File: src/hdl/ipuw_pkg.sv
`timescale 1ns / 1ps
// ----------------------------------------------------------------------------
// ipuw_pkg
// Shared types and constants for the integer pixel upscale writer.
// ----------------------------------------------------------------------------
package ipuw_pkg;

  // Field widths
  localparam int PIX_IN_W   = 32;
  localparam int PIX_OUT_W  = 24;
  localparam int COORD_W    = 10;
  localparam int ADDR_W     = 24;
  localparam int IMG_DIM_W  = 11;
  localparam int BLOW_W     = 4;
  localparam int SCR_DIM_W  = 13;
  localparam int CFG_IDX_W  = 3;
  localparam int CFG_DATA_W = 13;

  // Parameter defaults
  localparam int DEF_MAX_BLOW       = 8;
  localparam int DEF_MAX_IMAGE_DIM  = 1024;
  localparam int DEF_MAX_SCREEN_DIM = 4096;

  // Register reset values
  localparam logic [IMG_DIM_W-1:0] RST_IMAGE_WIDTH   = IMG_DIM_W'(256);
  localparam logic [IMG_DIM_W-1:0] RST_IMAGE_HEIGHT  = IMG_DIM_W'(256);
  localparam logic [BLOW_W-1:0]    RST_BLOW_FACTOR   = BLOW_W'(2);
  localparam logic [SCR_DIM_W-1:0] RST_SCREEN_WIDTH  = SCR_DIM_W'(640);
  localparam logic [SCR_DIM_W-1:0] RST_SCREEN_HEIGHT = SCR_DIM_W'(480);

  // x / 3 == (x * RECIP3) >> RECIP3_SHIFT, exact for x below 2^16
  localparam int              RECIP3_W     = 16;
  localparam logic [RECIP3_W-1:0] RECIP3   = 16'hAAAB;
  localparam int              RECIP3_SHIFT = 17;

  typedef enum logic [CFG_IDX_W-1:0] {
    REG_IMAGE_WIDTH   = 3'd0,
    REG_IMAGE_HEIGHT  = 3'd1,
    REG_BLOW_FACTOR   = 3'd2,
    REG_SCREEN_WIDTH  = 3'd3,
    REG_SCREEN_HEIGHT = 3'd4
  } cfg_reg_t;

  typedef enum logic [2:0] {
    ST_IDLE,
    ST_MUL,
    ST_OFS,
    ST_DIV,
    ST_BASE,
    ST_ADDR,
    ST_EMIT
  } ctrl_state_t;

  typedef struct packed {
    logic load;   // capture input transaction
    logic mul;    // scaled sizes and box products
    logic offs;   // screen offsets
    logic div;    // horizontal offset divide, box top
    logic base;   // box left, top row product
    logic start;  // first address, clear box counters
    logic step;   // advance to next write
  } ipuw_cmd_t;

  typedef struct packed {
    logic in_range;
    logic last;
  } ipuw_sts_t;

endpackage

File: src/hdl/ipuw_ctrl.sv
`timescale 1ns / 1ps
// ----------------------------------------------------------------------------
// ipuw_ctrl
// Sequencer: walks one pixel through setup steps, then issues box writes.
// ----------------------------------------------------------------------------
module ipuw_ctrl (
  input  logic              clk,
  input  logic              rst,
  input  logic              in_valid,
  output logic              in_stall,
  output logic              out_valid,
  input  logic              out_stall,
  output ipuw_pkg::ipuw_cmd_t cmd,
  input  ipuw_pkg::ipuw_sts_t sts
);

  ipuw_pkg::ctrl_state_t state;
  ipuw_pkg::ctrl_state_t state_next;

  always_ff @(posedge clk) begin
    if (rst) begin
      state <= ipuw_pkg::ST_IDLE;
    end else begin
      state <= state_next;
    end
  end

  always_comb begin
    state_next = state;
    case (state)
      ipuw_pkg::ST_IDLE: begin
        if (in_valid) state_next = ipuw_pkg::ST_MUL;
      end
      ipuw_pkg::ST_MUL: begin
        // pixel outside the image produces no writes
        state_next = sts.in_range ? ipuw_pkg::ST_OFS : ipuw_pkg::ST_IDLE;
      end
      ipuw_pkg::ST_OFS:  state_next = ipuw_pkg::ST_DIV;
      ipuw_pkg::ST_DIV:  state_next = ipuw_pkg::ST_BASE;
      ipuw_pkg::ST_BASE: state_next = ipuw_pkg::ST_ADDR;
      ipuw_pkg::ST_ADDR: state_next = ipuw_pkg::ST_EMIT;
      ipuw_pkg::ST_EMIT: begin
        if (!out_stall && sts.last) state_next = ipuw_pkg::ST_IDLE;
      end
      default: state_next = ipuw_pkg::ST_IDLE;
    endcase
  end

  always_comb begin
    cmd       = '0;
    in_stall  = 1'b1;
    out_valid = 1'b0;
    case (state)
      ipuw_pkg::ST_IDLE: begin
        in_stall = 1'b0;
        cmd.load = in_valid;
      end
      ipuw_pkg::ST_MUL:  cmd.mul   = 1'b1;
      ipuw_pkg::ST_OFS:  cmd.offs  = 1'b1;
      ipuw_pkg::ST_DIV:  cmd.div   = 1'b1;
      ipuw_pkg::ST_BASE: cmd.base  = 1'b1;
      ipuw_pkg::ST_ADDR: cmd.start = 1'b1;
      ipuw_pkg::ST_EMIT: begin
        out_valid = 1'b1;
        cmd.step  = !out_stall;
      end
      default: ;
    endcase
  end

endmodule

File: src/hdl/ipuw_dp.sv
`timescale 1ns / 1ps
// ----------------------------------------------------------------------------
// ipuw_dp
// Datapath: config registers, box placement arithmetic and write address walk.
// ----------------------------------------------------------------------------
module ipuw_dp #(
  parameter int MAX_BLOW       = ipuw_pkg::DEF_MAX_BLOW,
  parameter int MAX_IMAGE_DIM  = ipuw_pkg::DEF_MAX_IMAGE_DIM,
  parameter int MAX_SCREEN_DIM = ipuw_pkg::DEF_MAX_SCREEN_DIM
) (
  input  logic                               clk,
  input  logic                               rst,
  input  logic                               cfg_wr,
  input  logic [ipuw_pkg::CFG_IDX_W-1:0]     cfg_index,
  input  logic [ipuw_pkg::CFG_DATA_W-1:0]    cfg_data,
  input  logic [ipuw_pkg::PIX_IN_W-1:0]      pixel_in,
  input  logic [ipuw_pkg::COORD_W-1:0]       src_col,
  input  logic [ipuw_pkg::COORD_W-1:0]       src_row,
  input  ipuw_pkg::ipuw_cmd_t                cmd,
  output ipuw_pkg::ipuw_sts_t                sts,
  output logic [ipuw_pkg::ADDR_W-1:0]        write_address,
  output logic [ipuw_pkg::PIX_OUT_W-1:0]     pixel_out,
  output logic                               last_write
);

  localparam int IW_W   = ipuw_pkg::IMG_DIM_W;
  localparam int BW_W   = ipuw_pkg::BLOW_W;
  localparam int SW_W   = ipuw_pkg::SCR_DIM_W;
  localparam int BOX_W  = (MAX_BLOW > 1) ? $clog2(MAX_BLOW) : 1;
  localparam int NW_W   = IW_W + BW_W;
  localparam int XN_W   = SW_W + 1;
  localparam int XP_W   = XN_W + ipuw_pkg::RECIP3_W;
  localparam int XO_W   = XP_W - ipuw_pkg::RECIP3_SHIFT;
  localparam int YO_W   = SW_W - 1;
  localparam int TOP_W  = NW_W + 1;
  localparam int LEFT_W = NW_W + 1;
  localparam int PR_W   = TOP_W + SW_W;
  localparam int AW     = ipuw_pkg::ADDR_W;

  // Config registers
  logic [IW_W-1:0] image_width;
  logic [IW_W-1:0] image_height;
  logic [BW_W-1:0] blow_factor;
  logic [SW_W-1:0] screen_width;
  logic [SW_W-1:0] screen_height;

  always_ff @(posedge clk) begin
    if (rst) begin
      image_width   <= ipuw_pkg::RST_IMAGE_WIDTH;
      image_height  <= ipuw_pkg::RST_IMAGE_HEIGHT;
      blow_factor   <= ipuw_pkg::RST_BLOW_FACTOR;
      screen_width  <= ipuw_pkg::RST_SCREEN_WIDTH;
      screen_height <= ipuw_pkg::RST_SCREEN_HEIGHT;
    end else if (cfg_wr) begin
      case (ipuw_pkg::cfg_reg_t'(cfg_index))
        ipuw_pkg::REG_IMAGE_WIDTH:   image_width   <= cfg_data[IW_W-1:0];
        ipuw_pkg::REG_IMAGE_HEIGHT:  image_height  <= cfg_data[IW_W-1:0];
        ipuw_pkg::REG_BLOW_FACTOR:   blow_factor   <= cfg_data[BW_W-1:0];
        ipuw_pkg::REG_SCREEN_WIDTH:  screen_width  <= cfg_data[SW_W-1:0];
        ipuw_pkg::REG_SCREEN_HEIGHT: screen_height <= cfg_data[SW_W-1:0];
        default: ;
      endcase
    end
  end

  // Effective values: zero acts as one, saturate at the maximum
  logic [IW_W-1:0]  iw;
  logic [IW_W-1:0]  ih;
  logic [BW_W-1:0]  bf;
  logic [SW_W-1:0]  sw;
  logic [SW_W-1:0]  sh;
  logic [BOX_W-1:0] b_last;

  always_comb begin
    iw = (image_width == '0) ? IW_W'(1) :
         ((32'(image_width) > 32'(MAX_IMAGE_DIM)) ? IW_W'(MAX_IMAGE_DIM) : image_width);
    ih = (image_height == '0) ? IW_W'(1) :
         ((32'(image_height) > 32'(MAX_IMAGE_DIM)) ? IW_W'(MAX_IMAGE_DIM) : image_height);
    bf = (blow_factor == '0) ? BW_W'(1) :
         ((32'(blow_factor) > 32'(MAX_BLOW)) ? BW_W'(MAX_BLOW) : blow_factor);
    sw = (screen_width == '0) ? SW_W'(1) :
         ((32'(screen_width) > 32'(MAX_SCREEN_DIM)) ? SW_W'(MAX_SCREEN_DIM) : screen_width);
    sh = (screen_height == '0) ? SW_W'(1) :
         ((32'(screen_height) > 32'(MAX_SCREEN_DIM)) ? SW_W'(MAX_SCREEN_DIM) : screen_height);
    b_last = BOX_W'(bf - BW_W'(1));
  end

  // Captured transaction
  logic [ipuw_pkg::PIX_OUT_W-1:0] pix_swap;
  logic [ipuw_pkg::COORD_W-1:0]   col;
  logic [ipuw_pkg::COORD_W-1:0]   row;

  always_ff @(posedge clk) begin
    if (cmd.load) begin
      pix_swap <= {pixel_in[7:0], pixel_in[15:8], pixel_in[23:16]};
      col      <= src_col;
      row      <= src_row;
    end
  end

  assign sts.in_range = (IW_W'(col) < iw) && (IW_W'(row) < ih);

  // Setup pipeline, one step per command
  logic [NW_W-1:0]   nw;
  logic [NW_W-1:0]   nh;
  logic [NW_W-1:0]   vrow;
  logic [NW_W-1:0]   hcol;
  logic [XN_W-1:0]   xnum;
  logic [YO_W-1:0]   yoff;
  logic [XP_W-1:0]   xprod;
  logic [TOP_W-1:0]  top;
  logic [PR_W-1:0]   top_prod;
  logic [LEFT_W-1:0] left;
  logic [IW_W-1:0]   flip_row;
  logic [SW_W-1:0]   sw_gap;
  logic [SW_W-1:0]   sh_gap;

  always_comb begin
    flip_row = ih - IW_W'(1) - IW_W'(row);
    sw_gap   = SW_W'(NW_W'(sw) - nw);
    sh_gap   = SW_W'(NW_W'(sh) - nh);
  end

  always_ff @(posedge clk) begin
    if (cmd.mul) begin
      nw   <= NW_W'(iw) * NW_W'(bf);
      nh   <= NW_W'(ih) * NW_W'(bf);
      vrow <= NW_W'(flip_row) * NW_W'(bf);
      hcol <= NW_W'(col) * NW_W'(bf);
    end
    if (cmd.offs) begin
      xnum <= (NW_W'(sw) > nw) ? {sw_gap, 1'b0} : '0;
      yoff <= (NW_W'(sh) > nh) ? sh_gap[SW_W-1:1] : '0;
    end
    if (cmd.div) begin
      xprod <= XP_W'(xnum) * XP_W'(ipuw_pkg::RECIP3);
      top   <= TOP_W'(yoff) + TOP_W'(vrow);
    end
    if (cmd.base) begin
      left     <= LEFT_W'(xprod[XP_W-1:ipuw_pkg::RECIP3_SHIFT]) + LEFT_W'(hcol);
      top_prod <= PR_W'(top) * PR_W'(sw);
    end
  end

  // Write walk: row base steps by the screen pitch
  logic [AW-1:0]    row_base;
  logic [AW-1:0]    addr;
  logic [BOX_W-1:0] box_col;
  logic [BOX_W-1:0] box_row;
  logic [AW-1:0]    next_row_base;
  logic             row_end;

  assign row_end       = (box_col == b_last);
  assign next_row_base = row_base + AW'(sw);
  assign sts.last      = row_end && (box_row == b_last);

  always_ff @(posedge clk) begin
    if (cmd.start) begin
      row_base <= top_prod[AW-1:0] + AW'(left);
      addr     <= top_prod[AW-1:0] + AW'(left);
    end else if (cmd.step && !sts.last) begin
      if (row_end) begin
        row_base <= next_row_base;
        addr     <= next_row_base;
      end else begin
        addr <= addr + AW'(1);
      end
    end
  end

  always_ff @(posedge clk) begin
    if (rst) begin
      box_col <= '0;
      box_row <= '0;
    end else if (cmd.start || (cmd.step && sts.last)) begin
      box_col <= '0;
      box_row <= '0;
    end else if (cmd.step) begin
      if (row_end) begin
        box_col <= '0;
        box_row <= box_row + BOX_W'(1);
      end else begin
        box_col <= box_col + BOX_W'(1);
      end
    end
  end

  assign write_address = addr;
  assign pixel_out     = pix_swap;
  assign last_write    = sts.last;

  a_col_bound: assert property (@(posedge clk) disable iff (rst)
    box_col <= b_last)
    else $error("box column past blow factor");

  a_row_bound: assert property (@(posedge clk) disable iff (rst)
    box_row <= b_last)
    else $error("box row past blow factor");

  a_addr_inc: assert property (@(posedge clk) disable iff (rst)
    (cmd.step && !row_end) |=> (addr == $past(addr) + AW'(1)))
    else $error("address did not advance within box row");

  a_box_clear: assert property (@(posedge clk) disable iff (rst)
    (cmd.step && sts.last) |=> (box_col == '0 && box_row == '0))
    else $error("box counters not cleared after last write");

endmodule

File: src/hdl/integer_pixel_upscale_writer_core.sv
`timescale 1ns / 1ps
// The first write is offered after the setup steps: multiply, offsets,
//   divide, base and first address. A new pixel is taken only when idle;
//   the box walk issues one write per cycle while out_stall is low.
// A pixel outside the image produces no writes; it returns to idle after the multiply step.
// Reset (rst, synchronous): sequencer idle, box counters cleared, config
//   registers return to 256 x 256 image, factor 2, 640 x 480 screen.
// ----------------------------------------------------------------------------
// integer_pixel_upscale_writer_core
// Nearest-neighbor integer upscaler: one source pixel in, one box of
// framebuffer writes out.
// ----------------------------------------------------------------------------
module integer_pixel_upscale_writer_core #(
  parameter int MAX_BLOW       = ipuw_pkg::DEF_MAX_BLOW,
  parameter int MAX_IMAGE_DIM  = ipuw_pkg::DEF_MAX_IMAGE_DIM,
  parameter int MAX_SCREEN_DIM = ipuw_pkg::DEF_MAX_SCREEN_DIM
) (
  input  logic                            clk,
  input  logic                            rst,
  input  logic                            cfg_valid,
  output logic                            cfg_ready,
  input  logic [ipuw_pkg::CFG_IDX_W-1:0]  cfg_index,
  input  logic [ipuw_pkg::CFG_DATA_W-1:0] cfg_data,
  input  logic                            in_valid,
  output logic                            in_stall,
  input  logic [ipuw_pkg::PIX_IN_W-1:0]   pixel_in,
  input  logic [ipuw_pkg::COORD_W-1:0]    src_col,
  input  logic [ipuw_pkg::COORD_W-1:0]    src_row,
  output logic                            out_valid,
  input  logic                            out_stall,
  output logic [ipuw_pkg::ADDR_W-1:0]     write_address,
  output logic [ipuw_pkg::PIX_OUT_W-1:0]  pixel_out,
  output logic                            last_write
);

  ipuw_pkg::ipuw_cmd_t cmd;
  ipuw_pkg::ipuw_sts_t sts;

  assign cfg_ready = 1'b1;

  ipuw_ctrl u_ctrl (
    .clk       (clk),
    .rst       (rst),
    .in_valid  (in_valid),
    .in_stall  (in_stall),
    .out_valid (out_valid),
    .out_stall (out_stall),
    .cmd       (cmd),
    .sts       (sts)
  );

  ipuw_dp #(
    .MAX_BLOW       (MAX_BLOW),
    .MAX_IMAGE_DIM  (MAX_IMAGE_DIM),
    .MAX_SCREEN_DIM (MAX_SCREEN_DIM)
  ) u_dp (
    .clk           (clk),
    .rst           (rst),
    .cfg_wr        (cfg_valid && cfg_ready),
    .cfg_index     (cfg_index),
    .cfg_data      (cfg_data),
    .pixel_in      (pixel_in),
    .src_col       (src_col),
    .src_row       (src_row),
    .cmd           (cmd),
    .sts           (sts),
    .write_address (write_address),
    .pixel_out     (pixel_out),
    .last_write    (last_write)
  );

endmodule
File: config.mk
export PLATFORM = sky130hd
export DESIGN_NAME = integer_pixel_upscale_writer_core
export DESIGN_NICKNAME = d
export VERILOG_FILES = /design/src/hdl/ipuw_pkg.sv /design/src/hdl/ipuw_ctrl.sv /design/src/hdl/ipuw_dp.sv /design/src/hdl/integer_pixel_upscale_writer_core.sv
export SDC_FILE = /design/constraint.sdc
export NUM_CORES = 1
export LEC_CHECK = 0
export BUFFER_PORTS_ARGS = -buffer_cell sky130_fd_sc_hd__buf_2
export CORE_MARGIN = 4
export CORE_UTILIZATION = 50
export CTS_CLUSTER_SIZE = 10
export DETAILED_ROUTE_END_ITERATION = 10
export GPL_TIMING_DRIVEN = 1
export PLACE_DENSITY_LB_ADDON = 0.3
export SYNTH_ARGS = -nofsm -noshare
export SYNTH_HDL_FRONTEND = slang
export SYNTH_SLANG_ARGS = --single-unit
File: constraint.sdc
create_clock -name clk -period 18.2 [get_ports clk]
set_input_delay 3.64 -clock clk [delete_from_list [all_inputs] [get_ports clk]]
set_output_delay 3.64 -clock clk [all_outputs]
set_load 0.1 [all_outputs]
==> Word level (Yosys, flattened, before mapping) <==
Index checks and enable logic that the tools add are counted.
Widths: inputs -> output; s select.
{ "word_totals": {"regBits": 324, "out_inout_bits": 52, "elab_cells": 121, "input_bits": 73} }
{ "classes": {"n_reduce_logical": 26, "muxes": 30, "n_mul": 6, "eq_ne": 14, "order_cmp": 9, "n_addsub": 12} }
{ "op_table": {"columns": ["operator", "count"], "rows": [
  ["$mux 24", 6],
  ["$mux 13", 4],
  ["$mul 11x4->15", 3],
  ["$mux 11", 4],
  ["$gt 13x15->1", 2],
  ["$mul 14x16->30 const B", 1],
  ["$gt 13x13->1 const B", 2],
  ["$logic_not 13->1", 2],
  ["$sub 13x13->13", 2],
  ["$add 24x1->24 const B", 1],
  ["$add 24x13->24", 1],
  ["$add 24x16->24", 1],
  ["$mul 16x13->24", 1],
  ["$gt 11x11->1 const B", 2],
  ["$logic_not 11->1", 2],
  ["$lt 10x11->1", 2],
  ["$pmux 3 s7", 1],
  ["$add 12x15->16", 1],
  ["$reduce_and 2->1", 8],
  ["$add 13x14->15", 1],
  ["$mul 10x4->14", 1],
  ["$eq 3x2->1 const B", 4],
  ["$eq 3x3->1 const B", 4],
  ["$sub 11x1->11 const B", 1],
  ["19 further kinds", 40]
]} }

==> Logic depth before layout (Yosys ltp) <==
{ "logic_depth": {"depth_word": 10, "depth_mapped": 26, "ltp_nobuf": 26} }

==> Hierarchy <==
Synthesis repeated with hierarchy kept, for this count alone.
{ "hier_totals": {"hier_cells": 3084, "hier_area_um2": 29625.9} }
{ "by_module_without_submodules": {"columns": ["module", "n_inst", "area_per_inst_um2", "cells_each"], "rows": [
  ["ipuw_dp", 1, 29386.9, 3053],
  ["ipuw_ctrl", 1, 227.7, 29],
  ["integer_pixel_upscale_writer_core", 1, 11.3, 2]
]} }

==> Least setup slack after synthesis <==
OpenSTA, ideal clock, no wires.
{ "synth_path": {"path_kind": "register -> output", "from": "register u_dp.blow_factor[3]", "to": "output port last_write", "t_arrival_ns": 3.668, "n_path_buf": 2, "path_stages_with_launch": 10, "slack_ns": 10.892, "path_cell_list": "dfxtp_1 > buf_2 > nor2_2 > inv_2 > buf_1 > ha_1 > xnor2_2 > xor2_1 > nand3_1 > nor4_2"} }
{ "synth_via": {"elab_chain_cells": 6, "word_cells_on_any_way": 8, "classes_between": "add/sub: 1; order compare: 1; eq/ne: 2; mux: 2; reduce/logical: 2"} }
{ "synth_rtl": {"columns": ["item", "line_no", "text"], "rows": [
  ["start: declaration", "ipuw_dp.sv:43", "logic [BW_W-1:0] blow_factor;"],
  ["start signal: assignment", "ipuw_dp.sv:51", "blow_factor <= ipuw_pkg::RST_BLOW_FACTOR;"],
  ["start signal: assignment", "ipuw_dp.sv:58", "ipuw_pkg::REG_BLOW_FACTOR: blow_factor <= cfg_data[BW_W-1:0];"],
  ["$gt 4x4->1", "ipuw_dp.sv:80", "((32'(blow_factor) > 32'(MAX_BLOW)) ? BW_W'(MAX_BLOW) : blow_factor);"],
  ["$mux 4", "ipuw_dp.sv:80", null],
  ["$mux 4 *", "ipuw_dp.sv:79", "bf = (blow_factor == '0) ? BW_W'(1) :"],
  ["$sub 3x1->3 *", "ipuw_dp.sv:85", "b_last = BOX_W'(bf - BW_W'(1));"],
  ["$eq 3x3->1 (on tied branches)", "ipuw_dp.sv:153, ipuw_dp.sv:155", null],
  ["$logic_and 1x1->1 *", "ipuw_dp.sv:155", "assign sts.last = row_end && (box_row == b_last);"],
  ["end: declaration", "integer_pixel_upscale_writer_core.sv:33", "output logic last_write"]
]} }
Mark *: on every way between the ends. The rest lies on a longest branch, timed or not.

==> Final worst setup path <==
Same ends and word-level chain as after synthesis.

==> out/results.txt <==
Slew headroom - 17.81%
Net Sw Frac - 35.40%
Die H - 251.0 microns
CTS Buffer Depth - 3
NetSw - 944.5 uW
io pins - 125
initial antenna violation count - 2
number of synthesized register bits - 305
remaining antenna violation count - 0
routed vias - 21770
Fin Setup TNS - 0 ps
DRC - 0
gr ovfl total - 0
final hold violation count - 0
min-delay worst type - reg2reg
RSZ-0062 raised after global routing - false
CP Capture Type - output port
main flop type after synthesis - edfxtp_1
share of cells above drive strength 1 - 7.425%
Seq pwr share - 32.2%
crit start category - flop
clk sinks - 305
Total Nets Final - 3870
die footprint - 63020 sq um
Fill cells - 5084
cell-internal power - 1724 uW
CTS tree - yes
initial drt markers - 1178
wire per inst - 16.94 microns
combinational share of power - 39.3%
maximum fanout along the worst path - 31
total CTS buffers - 40
yosys warns - 0
clk_skew - 23.55 ps
syn_nets - 3775
post-synth cell types - 77
Post-CTS Hold Fix Bufs - 0
fin crit share - 48.73%
maximum VDD drop - 0.1035 mV
outcome - finished clean
power per cell area - 82.83 nW/um^2
Post-synth EDFFs - 244
post-synth top area share - 24.81%
FFs w/ async S/R, synth - 0%
row count - 88
area grow syn2layout - 9.083%
top cells by count, synth - inv_1 (451), nand2_1 (392), ha_1 (335), fa_1 (273), edfxtp_1 (244)
Max-cap violations - 0
n_diodes - 0
vias in the first global route - 22700
I/O Buffers - 115
sequential share of the synthesized area - 28.94%
mean number of vias per cell - 5.465
Final setup viols - 0
Core Footprint - 58140 sq um
Die W - 251.0 microns
initial core utilization - 50.80%
pin count of the biggest net entering global routing - 57
crit path time final - 8869 ps
clock group share of total power - 28.4%
Post-CTS Setup Bufs - 0
gr usage total - 21.51%
Worst EP required - 14560 ps
H-tree depth - 2
Clock Tree Root - clkbuf_16
dominant cell type by area after synthesis - edfxtp_1
HPWL Detailed - 52.91 mm
crit path DAT - 5230 ps
worst setup margin - 9331 ps
max-slew violations - 0
Final GP Congestion - 0.8819
top cells by area, synth - edfxtp_1 (25%), fa_1 (19%), ha_1 (14%), inv_1 (5.7%), nand2_1 (5.0%)
P_leak - 0.01484 uW
Clock transition at path regs - 60 ps
FMAX - 0.1128 GHz
global-route wire length before repair - 112.2 mm
final wirelength - 67.47 mm
Detailed Routing Iterations Pass 1 - 7
Worst Tran Pin Value - 1229 ps
post-CTS sizing - 0
Setup Crit Path Kind - reg2out
mapped cell area - 29530 sq um
mean area per synthesized cell - 9.545 sq um
top-count cell post-synth - inv_1
pre-CTS setup slack - 9947 ps
hold_ws - 463.2 ps
post-synthesis instance total - 3094
Worst-Skew Late Latency - 570 ps
[power groups by stage]
stage | sequential (uW) | combinational (uW) | clock, uW
2_1_floorplan | 898 | 782 | 0
3_3_place_gp | 873 | 1000 | 0
3_5_place_dp | 874 | 1050 | 0
4_1_cts | 860 | 1060 | 778
5_1_grt | 863 | 1200 | 808
6_report | 860 | 1050 | 759
[state kept, by name, summed over array words and instances, names as in the netlist]
name                flops
u_dp.nw                15
u_dp.top_prod          24
u_ctrl.state            3
u_dp.screen_width      13
u_dp.hcol              14
u_dp.image_width       11
u_dp.xprod             13
u_dp.row               10
u_dp.vrow              15
u_dp.write_address     24
u_dp.row_base          24
u_dp.nh                15
u_dp.top               16
u_dp.col               10
u_dp.screen_height     13
u_dp.blow_factor        4
u_dp.box_col            3
u_dp.left              15
u_dp.pixel_out         24
u_dp.box_row            3
u_dp.yoff              12
u_dp.xnum              13
u_dp.image_height      11
[critical path, stage by stage (launching register included)]
cell and delay, ps:
dfxtp_1 460, buf_4 390, nor2b_2 80, inv_1 560, ha_1 330, xnor2_2 160
xor2_1 210, nand3_1 880, nor4_2 1000, buf_2 580
[area by class of cell]
class | instances | area (sq um) | share of cell area, %
Timing Repair Buffer | 141 | 770.7 | 2.392
Inverter | 452 | 1697 | 5.266
Clock inverter | 14 | 153.9 | 0.4777
Multi-Input combinational cell | 2249 | 18990 | 58.95
Tap cell | 765 | 957.2 | 2.971
Clock buffer | 58 | 1099 | 3.410
Sequential cell | 305 | 8548 | 26.53
[layer usage]
layer  part of all wire [%]  track usage [%]
met5                      0                0
met4                    2.8            6.261
met2                     48            37.39
met3                    6.0            3.331
met1                     43            27.99
[placed cells by master (no fill, tap or decap), drive strengths merged, types with 6 or more instances in the layout]
cell type  count
a211o          6
a211oi        12
a21boi         9
a21o          37
a21oi        140
a31oi         18
and2         124
and3          18
buf          141
clkbuf        58
clkinv         9
dfxtp         61
edfxtp       244
fa           273
ha           335
inv          454
mux2i         10
nand2        392
nand2b        24
nand3         48
nand3b        13
nand4         15
nor2         206
nor2b         79
nor3          44
nor4          12
o2111ai        6
o211ai         7
o21a          23
o21ai         85
o21bai        24
or2           18
or3           17
xnor2        132
xor2          56
[final timing paths]
path	startpoint	depth (start not counted)	slack [ps]	to
hold reg to reg	u_dp.screen_height[0]	2	460	u_dp.screen_height[0]
hold / removal	u_dp.screen_height[0]	2	460	u_dp.screen_height[0]
setup / recovery	u_dp.blow_factor[3]	9	9330	last_write
setup reg to reg	u_dp.screen_width[12]	21	11510	u_dp.top_prod[23]
[through the flow]
step	total power [uW]	instance area [sq um]	util [%]	instances
after detailed placement	1920	30960	53.26	3912
final	2668	32220	55.41	3984
after floorplan	1679	29530	-	3094
after global placement	1876	30960	53.26	3912
after CTS	2695	32220	55.41	3984
after global routing	2870	32220	55.41	3984
[cells by family (layout without fill, tap and decap cells)]
family | Yosys count | after routing | synth area share, %
adder cells (fa/ha/maj) | 608 | 608 | 32.70
multiplexers | 11 | 11 | 0.3771
AND/OR/NAND/NOR | 1030 | 1030 | 16.59
XOR/XNOR | 188 | 188 | 5.601
other | 1 | 1 | 0.01270
flip-flops | 305 | 305 | 28.94
AO/OA/AOI/OAI | 411 | 411 | 8.888
buffers and inverters | 540 | 665 | 6.884
Note: power is estimated with default switching activity, not from simulation.
